## config.mk

```make
export PLATFORM = sky130hd
export DESIGN_NAME = modular_exponentiation_flat
export DESIGN_NICKNAME = d
export VERILOG_FILES = /design/src/rtl/mexp_pkg.sv /design/src/rtl/mexp_base_if.sv /design/src/rtl/mexp_power_if.sv /design/src/rtl/modular_exponentiation.sv /design/src/rtl/mexp_ctrl.sv /design/src/rtl/mexp_dp.sv /design/src/flat_wrapper.sv
export VERILOG_INCLUDE_DIRS = /design/src /design/src/rtl
export SDC_FILE = /design/constraint.sdc
export NUM_CORES = 2
export LEC_CHECK = 0
export BUFFER_PORTS_ARGS = -buffer_cell sky130_fd_sc_hd__buf_4
export CORE_MARGIN = 1
export CORE_UTILIZATION = 35
export DETAILED_ROUTE_END_ITERATION = 16
export PLACE_DENSITY = 0.61
export SLEW_MARGIN = 10
export SYNTH_ARGS = -nofsm -noshare
export SYNTH_HDL_FRONTEND = slang
export SYNTH_SLANG_ARGS = --single-unit
```

## constraint.sdc

```tcl
create_clock -name clk -period 5.95 [get_ports clk]
set_input_delay 0.8925 -clock clk [delete_from_list [all_inputs] [get_ports clk]]
set_output_delay 0.8925 -clock clk [all_outputs]
set_load 0.05 [all_outputs]
```

## src/rtl/assert_macros.svh

```systemverilog
// assertion macros for the rtl files, included by modular_exponentiation.sv
`ifndef ASSERT_MACROS_SVH
`define ASSERT_MACROS_SVH

// same-cycle implication, checked on every rising clk outside reset
`define ASSERT_SAME(label, ante, cons) \
    label: assert property (@(posedge clk) disable iff (!rst_n) (ante) |-> (cons)) \
        else $error("same-cycle check failed");

// next-cycle implication, checked on every rising clk outside reset
`define ASSERT_NEXT(label, ante, cons) \
    label: assert property (@(posedge clk) disable iff (!rst_n) (ante) |=> (cons)) \
        else $error("next-cycle check failed");

`endif

```

## src/rtl/mexp_pkg.sv

```systemverilog
// types and constants of the modular exponentiation block
package mexp_pkg;

    localparam int BASE_W     = 64;
    localparam int MOD_W      = 63;
    localparam int EXP_PORT_W = 64;
    localparam int CFG_DATA_W = 64;
    localparam int DIV_CNT_W  = 6;

    localparam logic [EXP_PORT_W-1:0] ExpReset = 64'd65537;
    localparam logic [MOD_W-1:0]      ModReset = 63'd3233;

    typedef enum logic [0:0] {
        CFG_EXPONENT = 1'b0,
        CFG_MODULUS  = 1'b1
    } cfg_idx_t;

    typedef enum logic [2:0] {
        ST_IDLE,
        ST_REDUCE,
        ST_CHECK,
        ST_MULR,
        ST_MULB,
        ST_DONE
    } state_t;

    // commands from controller to datapath
    typedef struct packed {
        logic load;
        logic div_step;
        logic start_r;
        logic start_b;
        logic mul_step;
        logic store_r;
        logic store_b;
        logic e_shift;
        logic publish;
    } dp_cmd_t;

    // status from datapath to controller
    typedef struct packed {
        logic mod_small;
        logic div_last;
        logic e_zero;
        logic e_lsb;
        logic y_zero;
        logic out_busy;
    } dp_status_t;

endpackage

```

## src/rtl/mexp_base_if.sv

```systemverilog
// channel carrying the base word into the block
interface mexp_base_if;
    logic                        valid;
    logic                        ready;
    logic [mexp_pkg::BASE_W-1:0] base_value;

    modport source (output valid, output base_value, input ready);
    modport sink (input valid, input base_value, output ready);
endinterface

```

## src/rtl/mexp_power_if.sv

```systemverilog
// channel carrying the result word out of the block
interface mexp_power_if;
    logic                       valid;
    logic                       ready;
    logic [mexp_pkg::MOD_W-1:0] power_result;

    modport source (output valid, output power_result, input ready);
    modport sink (input valid, input power_result, output ready);
endinterface

```

## src/rtl/modular_exponentiation.sv

```systemverilog
// operation: a taken base word is reduced mod the modulus one base bit per step, then for each
// exponent bit up to its top set bit a check state, for a set bit a product, and a squaring;
// both step once per bit of the reduced base, and a modulus below two goes straight to done
// throughput: one word at a time, the next base word is taken once the result is registered,
// while that result may still wait at the output; the shared shift-and-add unit sets the pace
// reset: rst_n clears control state and loads exponent 65537 and modulus 3233
`include "assert_macros.svh"

module modular_exponentiation
#(
    parameter int WORD_BITS = 64
)
(
    input  logic                            clk,
    input  logic                            rst_n,
    mexp_base_if.sink                       base_ch,
    mexp_power_if.source                    power_ch,
    input  logic                            cfg_we,
    input  mexp_pkg::cfg_idx_t              cfg_index,
    input  logic [mexp_pkg::CFG_DATA_W-1:0] cfg_data
);

    // configuration registers, only the used exponent bits are kept
    logic [WORD_BITS-1:0]         exponent_reg;
    logic [mexp_pkg::MOD_W-1:0]   modulus_reg;

    mexp_pkg::dp_cmd_t    cmd;
    mexp_pkg::dp_status_t status;

    always_ff @(posedge clk or negedge rst_n)
    begin
        if (!rst_n)
        begin
            exponent_reg <= mexp_pkg::ExpReset[WORD_BITS-1:0];
            modulus_reg  <= mexp_pkg::ModReset;
        end
        else if (cfg_we)
        begin
            case (cfg_index)
                mexp_pkg::CFG_EXPONENT:
                begin
                    exponent_reg <= cfg_data[WORD_BITS-1:0];
                end
                mexp_pkg::CFG_MODULUS:
                begin
                    modulus_reg <= cfg_data[mexp_pkg::MOD_W-1:0];
                end
                default:
                begin
                    exponent_reg <= exponent_reg;
                end
            endcase
        end
    end

    // controller: steps reduction, products and squarings of each exponent bit
    mexp_ctrl u_ctrl
    (
        .clk      (clk),
        .rst_n    (rst_n),
        .in_valid (base_ch.valid),
        .in_ready (base_ch.ready),
        .status   (status),
        .cmd      (cmd)
    );

    // datapath: remainder unit, shift-and-add multiplier, output word register
    mexp_dp #(
        .WORD_BITS (WORD_BITS)
    ) u_dp
    (
        .clk          (clk),
        .rst_n        (rst_n),
        .cmd          (cmd),
        .base_value   (base_ch.base_value),
        .exponent     (exponent_reg),
        .modulus      (modulus_reg),
        .out_ready    (power_ch.ready),
        .status       (status),
        .result_valid (power_ch.valid),
        .result_data  (power_ch.power_result)
    );

    // a taken base word makes the block busy in the next cycle
    `ASSERT_NEXT(a_busy_after_accept, base_ch.valid && base_ch.ready, !base_ch.ready)

    // a shown result is a residue of the modulus, or zero for a degenerate modulus
    `ASSERT_SAME(a_result_in_range, power_ch.valid,
        (power_ch.power_result < modulus_reg) || (power_ch.power_result == '0))

    // a publish command makes the result word valid
    `ASSERT_NEXT(a_result_from_publish, cmd.publish, power_ch.valid)

endmodule

```

## src/rtl/mexp_ctrl.sv

```systemverilog
// sequencing state machine of the modular exponentiation block
module mexp_ctrl
(
    input  logic                 clk,
    input  logic                 rst_n,
    input  logic                 in_valid,
    output logic                 in_ready,
    input  mexp_pkg::dp_status_t status,
    output mexp_pkg::dp_cmd_t    cmd
);

    mexp_pkg::state_t state_reg;
    mexp_pkg::state_t state_next;

    always_ff @(posedge clk or negedge rst_n)
    begin
        if (!rst_n)
        begin
            state_reg <= mexp_pkg::ST_IDLE;
        end
        else
        begin
            state_reg <= state_next;
        end
    end

    always_comb
    begin
        state_next = state_reg;
        cmd        = '0;
        in_ready   = 1'b0;
        case (state_reg)
            mexp_pkg::ST_IDLE:
            begin
                in_ready = 1'b1;
                if (in_valid)
                begin
                    cmd.load   = 1'b1;
                    state_next = status.mod_small ? mexp_pkg::ST_DONE : mexp_pkg::ST_REDUCE;
                end
            end
            mexp_pkg::ST_REDUCE:
            begin
                cmd.div_step = 1'b1;
                if (status.div_last)
                begin
                    state_next = mexp_pkg::ST_CHECK;
                end
            end
            mexp_pkg::ST_CHECK:
            begin
                if (status.e_zero)
                begin
                    state_next = mexp_pkg::ST_DONE;
                end
                else if (status.e_lsb)
                begin
                    cmd.start_r = 1'b1;
                    state_next  = mexp_pkg::ST_MULR;
                end
                else
                begin
                    cmd.start_b = 1'b1;
                    state_next  = mexp_pkg::ST_MULB;
                end
            end
            mexp_pkg::ST_MULR:
            begin
                if (!status.y_zero)
                begin
                    cmd.mul_step = 1'b1;
                end
                else
                begin
                    // keep the product, then square the base
                    cmd.store_r = 1'b1;
                    cmd.start_b = 1'b1;
                    state_next  = mexp_pkg::ST_MULB;
                end
            end
            mexp_pkg::ST_MULB:
            begin
                if (!status.y_zero)
                begin
                    cmd.mul_step = 1'b1;
                end
                else
                begin
                    cmd.store_b = 1'b1;
                    cmd.e_shift = 1'b1;
                    state_next  = mexp_pkg::ST_CHECK;
                end
            end
            mexp_pkg::ST_DONE:
            begin
                if (!status.out_busy)
                begin
                    cmd.publish = 1'b1;
                    state_next  = mexp_pkg::ST_IDLE;
                end
            end
            default:
            begin
                state_next = mexp_pkg::ST_IDLE;
            end
        endcase
    end

endmodule

```

## src/rtl/mexp_dp.sv

```systemverilog
// datapath: base reduction, shift-and-add modular products, result register
module mexp_dp
#(
    parameter int WORD_BITS = 64
)
(
    input  logic                          clk,
    input  logic                          rst_n,
    input  mexp_pkg::dp_cmd_t             cmd,
    input  logic [mexp_pkg::BASE_W-1:0]   base_value,
    input  logic [WORD_BITS-1:0]          exponent,
    input  logic [mexp_pkg::MOD_W-1:0]    modulus,
    input  logic                          out_ready,
    output mexp_pkg::dp_status_t          status,
    output logic                          result_valid,
    output logic [mexp_pkg::MOD_W-1:0]    result_data
);

    localparam int MW = mexp_pkg::MOD_W;

    logic [mexp_pkg::BASE_W-1:0]    base_sh_reg;
    logic [mexp_pkg::DIV_CNT_W-1:0] cnt_reg;
    logic [MW-1:0]                  b_reg;
    logic [MW-1:0]                  r_reg;
    logic [WORD_BITS-1:0]           e_reg;
    logic [MW-1:0]                  acc_reg;
    logic [MW-1:0]                  x_reg;
    logic [MW-1:0]                  y_reg;
    logic [MW-1:0]                  result_reg;
    logic                           out_valid_reg;

    logic [MW:0]   mod_ext;
    logic [MW:0]   rem_shift;
    logic [MW:0]   rem_next;
    logic [MW:0]   acc_sum;
    logic [MW:0]   acc_next;
    logic [MW:0]   x_dbl;
    logic [MW:0]   x_next;

    assign mod_ext = {1'b0, modulus};

    // one restoring step of base mod modulus, remainder lives in b_reg
    assign rem_shift = {b_reg, base_sh_reg[mexp_pkg::BASE_W-1]};
    assign rem_next  = (rem_shift >= mod_ext) ? (rem_shift - mod_ext) : rem_shift;

    // add and double, each followed by a conditional subtract
    assign acc_sum  = {1'b0, acc_reg} + {1'b0, x_reg};
    assign acc_next = (acc_sum >= mod_ext) ? (acc_sum - mod_ext) : acc_sum;
    assign x_dbl    = {x_reg, 1'b0};
    assign x_next   = (x_dbl >= mod_ext) ? (x_dbl - mod_ext) : x_dbl;

    always_ff @(posedge clk)
    begin
        if (cmd.load)
        begin
            base_sh_reg <= base_value;
            cnt_reg     <= '0;
            b_reg       <= '0;
            r_reg       <= MW'(1);
            e_reg       <= exponent;
        end
        if (cmd.div_step)
        begin
            b_reg       <= rem_next[MW-1:0];
            base_sh_reg <= {base_sh_reg[mexp_pkg::BASE_W-2:0], 1'b0};
            cnt_reg     <= cnt_reg + 1'b1;
        end
        if (cmd.start_r)
        begin
            x_reg   <= r_reg;
            y_reg   <= b_reg;
            acc_reg <= '0;
        end
        if (cmd.start_b)
        begin
            x_reg   <= b_reg;
            y_reg   <= b_reg;
            acc_reg <= '0;
        end
        if (cmd.mul_step)
        begin
            if (y_reg[0])
            begin
                acc_reg <= acc_next[MW-1:0];
            end
            x_reg <= x_next[MW-1:0];
            y_reg <= {1'b0, y_reg[MW-1:1]};
        end
        if (cmd.store_r)
        begin
            r_reg <= acc_reg;
        end
        if (cmd.store_b)
        begin
            b_reg <= acc_reg;
        end
        if (cmd.e_shift)
        begin
            e_reg <= {1'b0, e_reg[WORD_BITS-1:1]};
        end
        if (cmd.publish)
        begin
            result_reg <= status.mod_small ? '0 : r_reg;
        end
    end

    always_ff @(posedge clk or negedge rst_n)
    begin
        if (!rst_n)
        begin
            out_valid_reg <= 1'b0;
        end
        else if (cmd.publish)
        begin
            out_valid_reg <= 1'b1;
        end
        else if (out_ready)
        begin
            out_valid_reg <= 1'b0;
        end
    end

    assign status.mod_small = (modulus[MW-1:1] == '0);
    assign status.div_last  = (cnt_reg == '1);
    assign status.e_zero    = (e_reg == '0);
    assign status.e_lsb     = e_reg[0];
    assign status.y_zero    = (y_reg == '0);
    assign status.out_busy  = out_valid_reg && !out_ready;

    assign result_valid = out_valid_reg;
    assign result_data  = result_reg;

endmodule

```

## src/flat_wrapper.sv

```systemverilog
// flat-port wrapper written by rule: the top's interface ports become plain ports
module modular_exponentiation_flat 
#(
    parameter int WORD_BITS = 64
)
  (clk, rst_n, cfg_we, cfg_index, cfg_data, base_ch_valid, base_ch_base_value, base_ch_ready, power_ch_valid, power_ch_power_result, power_ch_ready);
  mexp_base_if base_ch_i ();
  mexp_power_if power_ch_i ();
  input  logic clk;
  input  logic rst_n;
  input  logic cfg_we;
  input  mexp_pkg::cfg_idx_t cfg_index;
  input  logic [mexp_pkg::CFG_DATA_W-1:0] cfg_data;
  input wire logic [$bits(base_ch_i.valid)-1:0] base_ch_valid;
  input wire logic [$bits(base_ch_i.base_value)-1:0] base_ch_base_value;
  output wire logic [$bits(base_ch_i.ready)-1:0] base_ch_ready;
  output wire logic [$bits(power_ch_i.valid)-1:0] power_ch_valid;
  output wire logic [$bits(power_ch_i.power_result)-1:0] power_ch_power_result;
  input wire logic [$bits(power_ch_i.ready)-1:0] power_ch_ready;
  assign base_ch_i.valid = base_ch_valid;
  assign base_ch_i.base_value = base_ch_base_value;
  assign base_ch_ready = base_ch_i.ready;
  assign power_ch_valid = power_ch_i.valid;
  assign power_ch_power_result = power_ch_i.power_result;
  assign power_ch_i.ready = power_ch_ready;
  modular_exponentiation #(.WORD_BITS(WORD_BITS)) u_core (.clk(clk), .rst_n(rst_n), .base_ch(base_ch_i), .power_ch(power_ch_i), .cfg_we(cfg_we), .cfg_index(cfg_index), .cfg_data(cfg_data));
endmodule
```

=== Yosys cells after proc, flatten, opt, wreduce, memory -nomap -nowiden ===
Cells that the tools add are included.

* Register bits after elaboration: 643
* Bits in latches: 0
* Memory bits (writable): 0
* Memory bits (read-only): 0
* Bits of input ports: 134
* Memories: 0

* Add/subtract/negate cells: 5
* Multiply operators: 0
* Divide/modulo/power cells: 0
* $lt $le $gt $ge: 3
* Equality and inequality tests: 11
* Shifts and indexed selects: 0
* Muxes and demuxes: 52
* Bitwise logic cells: 1
* Reductions and logical operators: 17

{| class="wikitable"
|+ Operators by type and width
! operator !! count
|-
| 63-bit 2-to-1 mux || 19
|-
| 64-bit by 63-bit greater-or-equal comparator with 1-bit output || 3
|-
| 63-bit subtractor || 3
|-
| 64-bit 2-to-1 mux || 2
|-
| 63-bit by 63-bit adder with 64-bit output || 1
|-
| 64-bit zero test || 1
|-
| 63-bit zero test || 1
|-
| 62-bit zero test || 1
|-
| 62-bit 2-to-1 mux || 1
|-
| 3-bit 2-to-1 mux || 8
|-
| 3-bit one-hot mux with 6 select lines || 1
|-
| 1-bit 2-to-1 mux || 15
|-
| 6-bit 2-to-1 mux || 2
|-
| 2-bit nonzero test || 5
|-
| 2-bit inequality test, second input constant || 4
|-
| 6-bit by 1-bit adder with 6-bit output, second input constant || 1
|-
| 3-bit by 2-bit equality test with 1-bit output, second input constant || 2
|-
| 3-bit equality test, second input constant || 2
|-
| 6-bit equality test, second input constant || 1
|-
| 2-bit 2-to-1 mux || 3
|-
| 3-bit nonzero test || 2
|-
| 5-bit AND reduction || 1
|-
| 2-bit AND reduction || 2
|-
| 3-bit by 1-bit equality test with 1-bit output, second input constant || 1
|-
| other kinds (7) || 7
|}

=== Longest topological paths before layout ===
* Depth after elaboration: 7
* Gate-level depth with buffers: 26
* Mapped depth without buffers: 23

=== Cells and area by module ===
From an unflattened synthesis, not the netlist that was laid out.

* Cells, all modules: 4187
* Area total of the unflattened synthesis: 42464.5 µm²

{| class="wikitable"
|+ By module, submodules not included
! module !! instances !! cells each !! area each (µm²)
|-
| mexp_dp || 1 || 3872 || 37043.0
|-
| modular_exponentiation || 1 || 269 || 5074.9
|-
| mexp_ctrl || 1 || 46 || 346.6
|}

=== Worst setup path before layout ===
OpenSTA, ideal clock, no wires.

* Kind: reg2reg
* From: register u_core.u_dp.y_reg[51]
* To: register u_core.u_dp.x_reg[0], enable pin
* Arrival time: 4.281 ns
* Data required time: 4.851 ns
* Slack: 0.570 ns
* Cell stages (with the launch flop): 9
* Buffers on the path: 3
* Clock period less this slack: 5.380 ns
* Cells stage by stage: edfxtp_1 nor4_1 nand4_1 nor4_2 a21o_1 clkbuf_1 buf_1 buf_1 nand2_1

* Cells in the longest elaborated chain, start to end: 4
* Elaborated cells between the ends (all ways): 6

{| class="wikitable"
|+ Ends and longest elaborated chain
! what !! line !! RTL
|-
| from (decl) || mexp_dp.sv:28 || <nowiki>logic [MW-1:0] y_reg;</nowiki>
|-
| from (signal assigned) || mexp_dp.sv:71 || <nowiki>y_reg <= b_reg;</nowiki>
|-
| from (signal assigned) || mexp_dp.sv:77 || <nowiki>y_reg <= b_reg;</nowiki>
|-
| from (signal assigned) || mexp_dp.sv:87 || <nowiki>y_reg <= {1'b0, y_reg[MW-1:1]};</nowiki>
|-
| 63-bit zero test (*) || mexp_dp.sv:127 || <nowiki>assign status.y_zero = (y_reg == '0);</nowiki>
|-
| 1-bit 2-to-1 mux (on tied branches) || mexp_ctrl.sv:69, mexp_ctrl.sv:83 ||
|-
| 1-bit one-hot mux with 2 select lines or 1-bit 2-to-1 mux (tied branches) || -- ||
|-
| 3-bit nonzero test (no source line) (*) || -- ||
|-
| to (signal assigned) || mexp_dp.sv:70 || <nowiki>x_reg <= r_reg;</nowiki>
|-
| to (signal assigned) || mexp_dp.sv:76 || <nowiki>x_reg <= b_reg;</nowiki>
|-
| to (signal assigned) || mexp_dp.sv:86 || <nowiki>x_reg <= x_next[MW-1:0];</nowiki>
|-
| to (decl) || mexp_dp.sv:27 || <nowiki>logic [MW-1:0] x_reg;</nowiki>
|}

Every way passes the cells marked *; elsewhere a longest branch is shown, timed or not.
A chain may end at the register's enable or synchronous reset.

=== Worst setup path in the final report ===
* From: register u_core.u_dp.x_reg[28]
* To: register u_core.u_dp.acc_reg[29]

* Cells in the longest elaborated chain, start to end: 5
* Elaborated cells between the ends (all ways): 6

{| class="wikitable"
|+ Ends and longest elaborated chain
! what !! line !! RTL
|-
| 63-bit by 63-bit adder with 64-bit output (*) || mexp_dp.sv:47 || <nowiki>assign acc_sum = {1'b0, acc_reg} + {1'b0, x_reg};</nowiki>
|-
| 63-bit subtractor or 64-bit by 63-bit greater-or-equal comparator with 1-bit output (tied branches) || mexp_dp.sv:48 || <nowiki>assign acc_next = (acc_sum >= mod_ext) ? (acc_sum - mod_ext) : acc_sum;</nowiki>
|-
| 63-bit 2-to-1 mux (*) || mexp_dp.sv:48 ||
|-
| 63-bit 2-to-1 mux (*) || mexp_dp.sv:82 || <nowiki>if (y_reg[0])</nowiki>
|-
| 63-bit 2-to-1 mux (*) || mexp_dp.sv:80 || <nowiki>if (cmd.mul_step)</nowiki>
|-
| to (signal assigned) || mexp_dp.sv:84 || <nowiki>acc_reg <= acc_next[MW-1:0];</nowiki>
|-
| to (decl) || mexp_dp.sv:26 || <nowiki>logic [MW-1:0] acc_reg;</nowiki>
|}

Marks and branches as above.

==> impl_results.md <==
* Outcome: complete, no violations
* Via count at 36000
* Initial DRT Pass Iterations at 6
* Compound-Gate Fraction of Synth Area at 19.0%
* Ys Warns at 0
* Synth area leaders: edfxtp_1, ha_1, dfrtp_1, nand2_1, a21oi_1
* Most common cell on crit path: buf_4
* GR Util met2 at 36.3%
* Nets at 5070
* Pwr/cell area at 455 nW/um^2
* RSZ-0062 raised after global routing: true
* Leakage at around 21 nW
* Grt peak-use layer: met2
* WP data arrival at 6.29 ns
* Congestion Overflow GR at 0
* Reg2Reg Setup Slack at 0.20 ns
* Max-slew violations at 0
* CTS tree: done
* Fraction of synthesized area in multiplexers at 6.95%
* R2r startpoint: u_core.u_dp.x_reg[28]
* Post-synthesis sequential area ratio at a little over two fifths
* H-tree levels at 3
* Main combinational cell family by area after synthesis: compound AO/OA/AOI/OAI gates
* Worst Reg-to-Reg Cells at 21
* Wirelength, routed at 149000 um
* CP Class: reg -> reg
* Port Buf Inserts at 198
* Slew @ Worst Pin at 1.22 ns
* Worst slack at placement at around 0.022 ns
* Distinct cells, synth at 91
* Clk slew on worst S/H paths at 0.06 ns
* Syn Area/Cell at 9.50 sq um
* Vias in the first global route at 34600
* Reg2reg end: u_core.u_dp.acc_reg[29]
* Most frequent cells in the layout: nand2_1, edfxtp_1, buf_4
* Longest Clk Path Bufs at 3
* Number of I/O pins at 199
* Simple-Gate Fraction of Synth Area at 15.8%
* Hold Vio Cnt, Final at 0
* Fmax at ~0.17 GHz
* CTS Root Cell: clkbuf_16
* Die Y-Extent at 351 um
* Final HPWL DP at 115000 um
* Number of flops mapped to enable cells by yosys at 446
* WL/cell at 23.4 um
* Peak VDD IR at 250 uV
* Synthesis-to-layout area growth at 16.1%
* CTS sink count at between 600 and 700
* First-pass GRT wire length at roughly 220000 um
* Worst setup EP type: flop
* CP Max Fanout at 19
* Max-Cap Viols at 0
* Final Cycle Share at 96.7%
* # DRC at 0
* Seq cells post-synth at 643
* Smallest setup slack after layout at a little under 0.2 ns
* Share of layout cells above drive strength 1 at 15.5%
* Post-synthesis cell area at 42500 sq um
* Final worst path period need at 5.75 ns
* Worst path slowest cell: nor4_1
* Share of the synthesized area in the top cell type at between 30% and 40%
* Critical path cell sequence: ha_1 -> nand4_1 -> buf_4 -> nor4_1 -> o21ai_1 -> nand3_1 -> a31oi_1 -> buf_4 -> o41ai_1 -> xnor2_1 -> ha_1 -> a21oi_1 -> o21ai_0 -> a21oi_1 -> o22ai_1 -> a211oi_1 -> buf_4 -> o311ai_4 -> clkbuf_16 -> and3_1 -> a221o_1
* Worst skew pair latency at 0.67 ns
* Post-synth ARST share at 20.4%
* Slowest stage delay, CP at 0.50 ns
* Post-Syn Nets at 4867
* CP Buf/Inv Count at 4
* Slew Limit Headroom at 18.2%
* Die ar. at 123000 sq um
* Num CTS Buffers at 74
* Core Region at 120000 sq um
* Crit path max-delay family: compound AO/OA/AOI/OAI gates
* Initial Util at 35.4%
* Hold WS at 0.228 ns
* Worst setup SP type: flop
* DR vias/cell at 5.66
* Clock Skew at 0.0342 ns
* Placed cells at 6201
* Post-route ant nets at 0
* # setup viols final at 0
* Post-synthesis xor/xnor area fraction at 4.76%
* Horiz. Die Dim at 351 um
* Ys flop type: edfxtp_1
* Total track usage at 23.6%
* First DRT Iteration DRCs at 3276
* Dominant cell type by area after synthesis: edfxtp_1
* Largest net degree at the start of global routing at 81
* Leading cell type in the layout, fill and taps excluded: nand2_1
* Worst path required time at 6.49 ns
* Adder-cell share of the synthesized area at between 7 and 8%
* Crit. path cell count at 21
* Non-filler instance count after layout at roughly 6400
* Initial antenna violation count at 6
* Hold Crit Class: in -> async
* Row Count at 127
* Routability Congestion at 0.987
* Met1 Track Usage GR at about a third
* Synth Instances at 4476
* GR Util met3 at under 10%
## cells in the mapped netlist (all sizes together) (99+ instances only)
master  instances
a21o          162
nor2          217
o21ai         289
xnor2         119
nand4          99
nand2         687
inv           132
edfxtp        446
ha            253
xor2          112
dfrtp         124
a21oi         340
mux2i         132
clkbuf        202
mux2          145
## power breakdown
group          internal, mW  total [mW]  switching [mW]
clock network          2.60        4.60            2.00
logic                  4.42        10.9            6.51
registers              6.12        6.94           0.816
## worst max path at each step
stage,from,slack [ns],endpoint
final,u_core.u_dp.x_reg[28],0.20,u_core.u_dp.acc_reg[29]
after global routing,u_core.u_dp.x_reg[10],-0.07,u_core.u_dp.acc_reg[32]
after CTS,u_core.u_dp.x_reg[3],0.02,u_core.u_dp.acc_reg[30]
after detailed placement,u_core.u_dp.x_reg[28],0.02,u_core.u_dp.acc_reg[30]
after global placement,u_core.u_dp.x_reg[28],0.03,u_core.u_dp.acc_reg[2]
after floorplan,u_core.u_dp.y_reg[51],0.57,u_core.u_dp.x_reg[0]
## cell families after synthesis
group | after synthesis
adders and majority gates | 257
AOI/OAI and AO/OA | 1244
xor gates and xnor gates | 231
buffers and inverters | 382
muxes | 277
DFF | 643
and+or+nand+nor | 1442
## layer usage
layer  wire length, um  share of wire, %
met5                 0                 0
met1             68300                46
met2             65500                44
met4              4790               3.2
met3             10300               6.9
## layout make-up
| cell class | count | area (sq um) |
|---|---|---|
| clock buffer | 89 | 1970 |
| sequential | 643 | 18000 |
| timing repair buffer | 377 | 3090 |
| antenna | 3 | 7.51 |
| clock inverter | 47 | 422 |
| fill | 12100 | 70700 |
| tap | 1612 | 2020 |
| multi-input combinational | 3451 | 23400 |
| inverter | 132 | 495 |
## through the flow
stage | util, % | cell area, sq um | TNS, ns | total power [mW]
6_report | 41.1 | 49400 | 0 | 22.5
5_1_grt | 41.1 | 49400 | -0.320 | 23.7
4_1_cts | 40.8 | 49000 | 0 | 22.2
3_5_place_dp | 38.8 | 46600 | 0 | 17.5
3_3_place_gp | 38.8 | 46600 | 0 | 17.4
2_1_floorplan | - | 42500 | 0 | 14.0
## what timing repair did
item                       CTS  global route
setup buffers                0            13
hold buffers                 0             0
cloned                       0             1
setup endpoints to repair   16            63
pin swaps                    0            11
resized for setup            1            45
No activity file was read; power rests on OpenSTA's default activity.
